===== src/v3alu_pkg.sv =====
package v3alu_pkg;

    localparam int W           = 32;
    localparam int F           = 16;
    localparam int OP_W        = 3;
    localparam int PROD_W      = 2 * W;
    localparam int WIDE_W      = 2 * W + 2;
    localparam int SQ_W        = 2 * W;
    localparam int NUM_W       = W + F;
    localparam int SQRT_STAGES = W;
    localparam int DIV_STAGES  = NUM_W;

    typedef logic signed [W-1:0]      word_t;
    typedef logic [W-1:0]             uword_t;
    typedef logic signed [W:0]        addw_t;
    typedef logic signed [PROD_W-1:0] prod_t;
    typedef logic signed [WIDE_W-1:0] wide_t;
    typedef logic [SQ_W-1:0]          sq_t;
    typedef logic [NUM_W-1:0]         num_t;

    localparam word_t MAX_VAL  = {1'b0, {(W-1){1'b1}}};
    localparam word_t MIN_VAL  = {1'b1, {(W-1){1'b0}}};
    localparam wide_t RND_HALF = wide_t'(1) <<< (F - 1);

    typedef enum logic [OP_W-1:0] {
        OP_ADD, OP_SUB, OP_SCALE, OP_DOT, OP_MAG, OP_NORM, OP_CROSS
    } op_t;

    typedef struct packed {
        word_t val;
        logic  ovf;
    } sat_t;

    typedef struct packed {
        word_t x;
        word_t y;
        word_t z;
        word_t s;
        logic  ovf;
    } res_t;

    // one pipeline slot of the operation and its partial results
    typedef struct packed {
        logic  valid;
        op_t   op;
        word_t ax;
        word_t ay;
        word_t az;
        res_t  res;
        logic  mzero;
    } side_t;

    function automatic sat_t sat_wide(input wide_t v);
        sat_t               r;
        logic [WIDE_W-W:0]  hi;
        hi = v[WIDE_W-1:W-1];
        if (&hi || ~|hi)
        begin
            r.val = word_t'(v[W-1:0]);
            r.ovf = 1'b0;
        end
        else
        begin
            r.val = v[WIDE_W-1] ? MIN_VAL : MAX_VAL;
            r.ovf = 1'b1;
        end
        return r;
    endfunction

    // round to nearest, ties toward +inf, then saturate
    function automatic sat_t round_sat(input wide_t v);
        wide_t t;
        t = (v + RND_HALF) >>> F;
        return sat_wide(t);
    endfunction

    function automatic uword_t abs_word(input word_t a);
        return a[W-1] ? uword_t'(-a) : uword_t'(a);
    endfunction

    // signed quotient from magnitude q and sign
    function automatic sat_t div_sat(input num_t q, input logic neg);
        sat_t   r;
        uword_t nq;
        logic   big;
        nq = uword_t'(~q[W-1:0]) + uword_t'(1);
        if (!neg)
        begin
            big   = |q[NUM_W-1:W-1];
            r.val = big ? MAX_VAL : word_t'(q[W-1:0]);
        end
        else
        begin
            big   = (|q[NUM_W-1:W]) || (q[W-1] && (|q[W-2:0]));
            r.val = big ? MIN_VAL : word_t'(nq);
        end
        r.ovf = big;
        return r;
    endfunction

endpackage


===== src/v3alu_sqrt.sv =====
// Floor square root, two radicand bits per stage.
module v3alu_sqrt (
    input  logic              clk,
    input  logic              en,
    input  v3alu_pkg::sq_t    rad,
    output v3alu_pkg::uword_t root
);

    typedef logic [v3alu_pkg::W:0]   rem_t;
    typedef logic [v3alu_pkg::W+2:0] trial_t;

    rem_t              rem_reg  [v3alu_pkg::SQRT_STAGES];
    v3alu_pkg::uword_t root_reg [v3alu_pkg::SQRT_STAGES];
    v3alu_pkg::sq_t    rad_reg  [v3alu_pkg::SQRT_STAGES];

    genvar j;
    generate
        for (j = 0; j < v3alu_pkg::SQRT_STAGES; j++)
        begin : g_stage
            rem_t              rem_in;
            v3alu_pkg::uword_t root_in;
            v3alu_pkg::sq_t    rad_in;
            trial_t            trial;
            trial_t            tst;
            trial_t            diff;
            logic              ge;

            if (j == 0)
            begin : g_first
                assign rem_in  = '0;
                assign root_in = '0;
                assign rad_in  = rad;
            end
            else
            begin : g_chain
                assign rem_in  = rem_reg[j-1];
                assign root_in = root_reg[j-1];
                assign rad_in  = rad_reg[j-1];
            end

            always_comb
            begin
                trial = {rem_in, rad_in[v3alu_pkg::SQ_W-1 -: 2]};
                tst   = {1'b0, root_in, 2'b01};
                diff  = trial - tst;
                ge    = (trial >= tst);
            end

            always_ff @(posedge clk)
            begin
                if (en)
                begin
                    rem_reg[j]  <= ge ? diff[v3alu_pkg::W:0] : trial[v3alu_pkg::W:0];
                    root_reg[j] <= {root_in[v3alu_pkg::W-2:0], ge};
                    rad_reg[j]  <= {rad_in[v3alu_pkg::SQ_W-3:0], 2'b00};
                end
            end
        end
    endgenerate

    assign root = root_reg[v3alu_pkg::SQRT_STAGES-1];

endmodule


===== config.mk =====
export PLATFORM = sky130hd
export DESIGN_NAME = v3alu_sqrt
export DESIGN_NICKNAME = d
export VERILOG_FILES = /design/src/v3alu_pkg.sv /design/src/v3alu_sqrt.sv
export SDC_FILE = /design/constraint.sdc
export NUM_CORES = 2
export LEC_CHECK = 0
export BUFFER_PORTS_ARGS = -buffer_cell sky130_fd_sc_hd__buf_2
export CAP_MARGIN = 0
export CORE_UTILIZATION = 31
export DETAILED_ROUTE_END_ITERATION = 7
export MAX_ROUTING_LAYER = met4
export PLACE_DENSITY_LB_ADDON = 0.3
export SLEW_MARGIN = 40
export SYNTH_ARGS = -nofsm -noshare
export SYNTH_HDL_FRONTEND = slang
export SYNTH_MEMORY_MAX_BITS = 65536
export SYNTH_SLANG_ARGS = --single-unit
export TNS_END_PERCENT = 30

===== constraint.sdc =====
create_clock -name clk -period 10 [get_ports clk]
set_input_delay 1 -clock clk [delete_from_list [all_inputs] [get_ports clk]]
set_output_delay 1 -clock clk [all_outputs]
set_load 0.01 [all_outputs]

# Word level (Yosys, flattened, before mapping)
# Memories as Yosys holds them, arrays and structs flattened.
# Cells that the tools add are included.
# totals
mem_bits_rw	4064
elab_cells	101
out_inout_bits	32
regBits	0
mem_bits_ro	0
inputBits	66
latchBits	0
memories	3
# memory_table
memory	words	width	rd	rd_clocked_by_memory_dff	write_ports	line	rtl
rad_reg	32	62	31	0	32	v3alu_sqrt.sv:14	v3alu_pkg::sq_t rad_reg [v3alu_pkg::SQRT_STAGES];
rem_reg	32	33	31	0	32	v3alu_sqrt.sv:12	rem_t rem_reg [v3alu_pkg::SQRT_STAGES];
root_reg	32	32	32	0	32	v3alu_sqrt.sv:13	v3alu_pkg::uword_t root_reg [v3alu_pkg::SQRT_STAGES];
# op_classes
eq_ne	0
add_sub_neg	32
bitwise_logic	0
n_lt_le_gt_ge	32
n_reduce_logical	0
n_shift	0
mux	34
n_mul	0
div_mod_pow	0
# ops
op	n
$ge 35x34->1	31
$mux 33	32
$sub 33x33->33	31
$sub 2x1->3 const B	1
$ge 2x1->1 const B	1
$mux 1	2

# Longest topological paths before layout
# An unclocked memory read counts as a cell.
# depth
ltp_word	3
mapped_depth	14

# Worst setup path before layout
# No wires, ideal clock.
# synth_path
kind	reg-to-reg
startpoint	mem rem_reg[13][1] (netlist bit)
endpoint	mem rem_reg[14][30] (netlist bit) (data pin)
period_less_slack_ps	3262
required_ps	9734
setup_ps	266
stages_incl_launch_ff	13
n_path_buf	2
path_slack_ps	6738
arrival_ps	2996
path_cell_list	edfxtp_1 ha_1 o21a_1 nor2_1 a2111oi_2 o21ai_1 a2111o_1 and3_1 buf_2 or4_1 clkbuf_1 nor3_1 xor2_1
# synth_rtl
element	line
start, declared	v3alu_sqrt.sv:12

==> impl_metrics.tcl <==
set metrics [dict create \
    netlist_instances 8997 \
    grt_pass1_wl_mm 382.6 \
    clk_latency_ns 0.90 \
    drcViolationCount 0 \
    synth_area_leaders "edfxtp_1 (64%), ha_1 (6.0%), xnor2_1 (3.2%)" \
    cp_slowest_cell "o311ai_0" \
    drtIter0Drc 4783 \
    yosys.area_share.simple_pct 9.904 \
    syn_nets 9624 \
    antenna_found_initial 3 \
    cts_root_buffer "clkbuf_16" \
    finalSetupTns_ns 0 \
    grt_pass1_vias 69884 \
    port_buffers 97 \
    regArea_um2 74920 \
    cts_made_buffers 285 \
    path_class "flop to flop" \
    rows 224 \
    slowest_delay_ns 0.74 \
    worstPathRequired_ns 10.58 \
    synth_edf_count 2495 \
    start_util_pct 31.26 \
    core_area_um2 373300 \
    clock-sinks 2495 \
    maxSlewViolCount 0 \
    clock.fmax_mhz 247.0 \
    fin_skew_ns 0.07775 \
    die_h_um 615.5 \
    cts_htree_levels 5 \
    status "finished clean" \
    crit_path_start_kind "flop" \
    final_antenna_net_count 0 \
    syn_area_um2 116700 \
    synth_top_area_cell "edfxtp_1" \
    avgSynthCellArea_um2 12.97 \
    cts_hold_buf 0 \
    worstPathMaxFanout 43 \
    post_cts_buffers 0 \
    hold_class "input port to flop" \
    yosysTopAreaCellShare_pct 64.20 \
    worst_pin_slew_ns 0.8871 \
    routed_wl_mm 240.6 \
    holdWs_ns 0.2720 \
    path_cells "ha_1 -> a21oi_1 -> a21oi_1 -> o311ai_0 -> and3_1 -> o31a_1 -> nor3_1 -> nand4b_1 -> buf_4 -> nor2b_1 -> mux2_2" \
    multi_input_area_um2 38670 \
    ys_seq_area_share_pct 64.20 \
    synth_fa_ha_area_share_pct 6.015 \
    grt_overflow 0 \
    synthDistinctLibCells 105 \
    largest_reg_flops 992 \
    dp_hpwl_mm 172.5 \
    die_w_um 615.5 \
    cpMostUsedCell "a21oi_1" \
    fin_ws_ns 5.952 \
    nets 9884 \
    vias 69749 \
    synth_xor_area_share_pct 5.877 \
    power_density_nw_per_um2 229.8 \
    ys_warn_count 0 \
    drtPass1Iterations 6 \
    setup_viol 0 \
    cts_resized 0 \
    final-hold-violation-count 0 \
    vias_per_cell 4.824 \
    wl_per_cell_um 16.64 \
    ys_ff_latch 2495 \
    async_reset_ff_share_pct 0 \
    rsz0062_at_grt "false" \
    grt_start_max_net_pins 161 \
    drive_gt1_share_pct 8.317 \
    synth_top_family_by_area "compound AO/OA/AOI/OAI gates" \
    cts_max_path_buffers 4 \
    cap_viol_max_count 0 \
    leakage_nw 49.55 \
    place.gp.congestion 0.8740 \
    synth_compound_area_share_pct 9.930 \
    n_fill_cell 35978 \
    dieArea_um2 378900 \
    ys.flop_type "edfxtp_1" \
    slew_headroom_pct 40.36 \
    grt_usage_pct 12.71 \
    synthToLayoutAreaGrowth_pct 13.65 \
    muxShareOfSynthArea_pct 1.282 \
    cp_data_arrival_time_ns 4.62 \
    clk_pin_slew_worst_paths_ns 0.06 \
    dp_slack_ns 5.928 \
    fin_crit_sh_pct 40.48 \
    min_period_ns 4.048 \
    cp-end-kind "flop" \
    ios 98 \
    vdd_drop_max_mv 0.1500 \
    tritoncts "yes" \
]
==> cell families after synthesis <==
| logic type | count (synthesis) |
|---|---|
| DFF | 2495 |
| and+or+nand+nor | 2308 |
| AOI/OAI and AO/OA | 1858 |
| buffers and inverters | 857 |
| xor gates and xnor gates | 783 |
| adders and majority gates | 561 |
| muxes | 134 |
| other | 1 |
==> synth_stat cells, types with 41 or more instances <==
library cell and instances:
a21o_1 215, ha_1 561, and2_1 41, o31ai_1 50
nor3_1 215, or2_2 47, nor4_1 106, inv_1 678
edfxtp_1 2495, or3_1 92, nand3_1 135, o21ai_0 386
nand2b_1 117, a211oi_1 53, o21bai_1 62, a31oi_1 63
nor2b_1 83, a21oi_1 652, clkbuf_1 148, xnor2_1 423
and3_1 49, o21a_1 109, xor2_1 360, nor2_1 623
or4_1 60, nand4_1 96, nand2_1 522, mux2_2 120
==> cells in the final DEF (no fill, tap or decap), drive strengths merged, types with 28 or more instances in the layout <==
master	instances
a211o	28
and3	49
buf	148
nor3	219
nor2b	83
mux2	121
a31oi	64
and2	41
clkbuf	354
a21o	215
o31ai	51
a211oi	54
ha	561
or3	95
nand4	96
clkinv	122
nor2	624
o21a	109
xnor2	423
o21bai	62
a21oi	653
nand2b	118
nor4	112
edfxtp	2495
nand3	137
or2	50
nand2	522
or4	64
o211ai	29
inv	690
xor2	360
o21ai	390
==> layout make-up <==
| type | count | area share (%) |
|---|---|---|
| Clock inverter | 163 | 1.159 |
| Clock buffer | 354 | 5.717 |
| Antenna cell | 1 | 0.001887 |
| Sequential cell | 2495 | 56.49 |
| Inverter | 682 | 1.930 |
| Multi-Input combinational cell | 5645 | 29.16 |
| Timing Repair Buffer | 148 | 0.8491 |
| Tap cell | 4972 | 4.691 |
==> through the flow <==
step / cell area (um^2) / instances / utilization, % / total power, mW
detailed placement: 123400 / 13939 / 33.05 / 20.55
floorplan: 116700 / 8997 / - / 18.56
CTS: 132500 / 14456 / 35.49 / 30.90
global placement: 123300 / 13937 / 33.02 / 20.46
global route: 132600 / 14460 / 35.53 / 32.11
finish: 132600 / 14460 / 35.53 / 30.48
==> final timing paths <==
kind              startpoint               to  slack, ns  cells past startpoint
max           rem_reg[24][1]  rem_reg[25][32]       5.95                     11
min                  rad[51]   rad_reg[0][51]       0.27                      1
max reg2reg   rem_reg[24][1]  rem_reg[25][32]       5.95                     11
min reg2reg  rad_reg[17][51]  rad_reg[18][53]       0.36                      0
==> routing by layer <==
layer	global-route usage, %	part of all wire, %	vias up
li1	-	-	34012
met1	15.55	44	33765
met2	21.44	49	1454
met3	1.689	4.0	518
met4	4.670	3.7	0
met5	-	0	-
==> worst max-delay path, delay by kind of cell, from the launching register on <==
family | cells | cell delay, ns
multiplexers | 1 | 0.26
buffers and inverters | 1 | 0.43
AND/OR/NAND/NOR | 4 | 1.00
flip-flops | 1 | 0.39
AO/OA/AOI/OAI | 4 | 1.34
adder cells (fa/ha/maj) | 1 | 0.40
==> report_power, final <==
part	total, mW	internal (mW)	leakage (nW)	switching (mW)
sequential	14.1	13.2	24.0	0.869
combinational	6.26	2.64	21.1	3.62
clock	10.1	5.93	4.42	4.19
No activity file was read; power rests on OpenSTA's default activity.
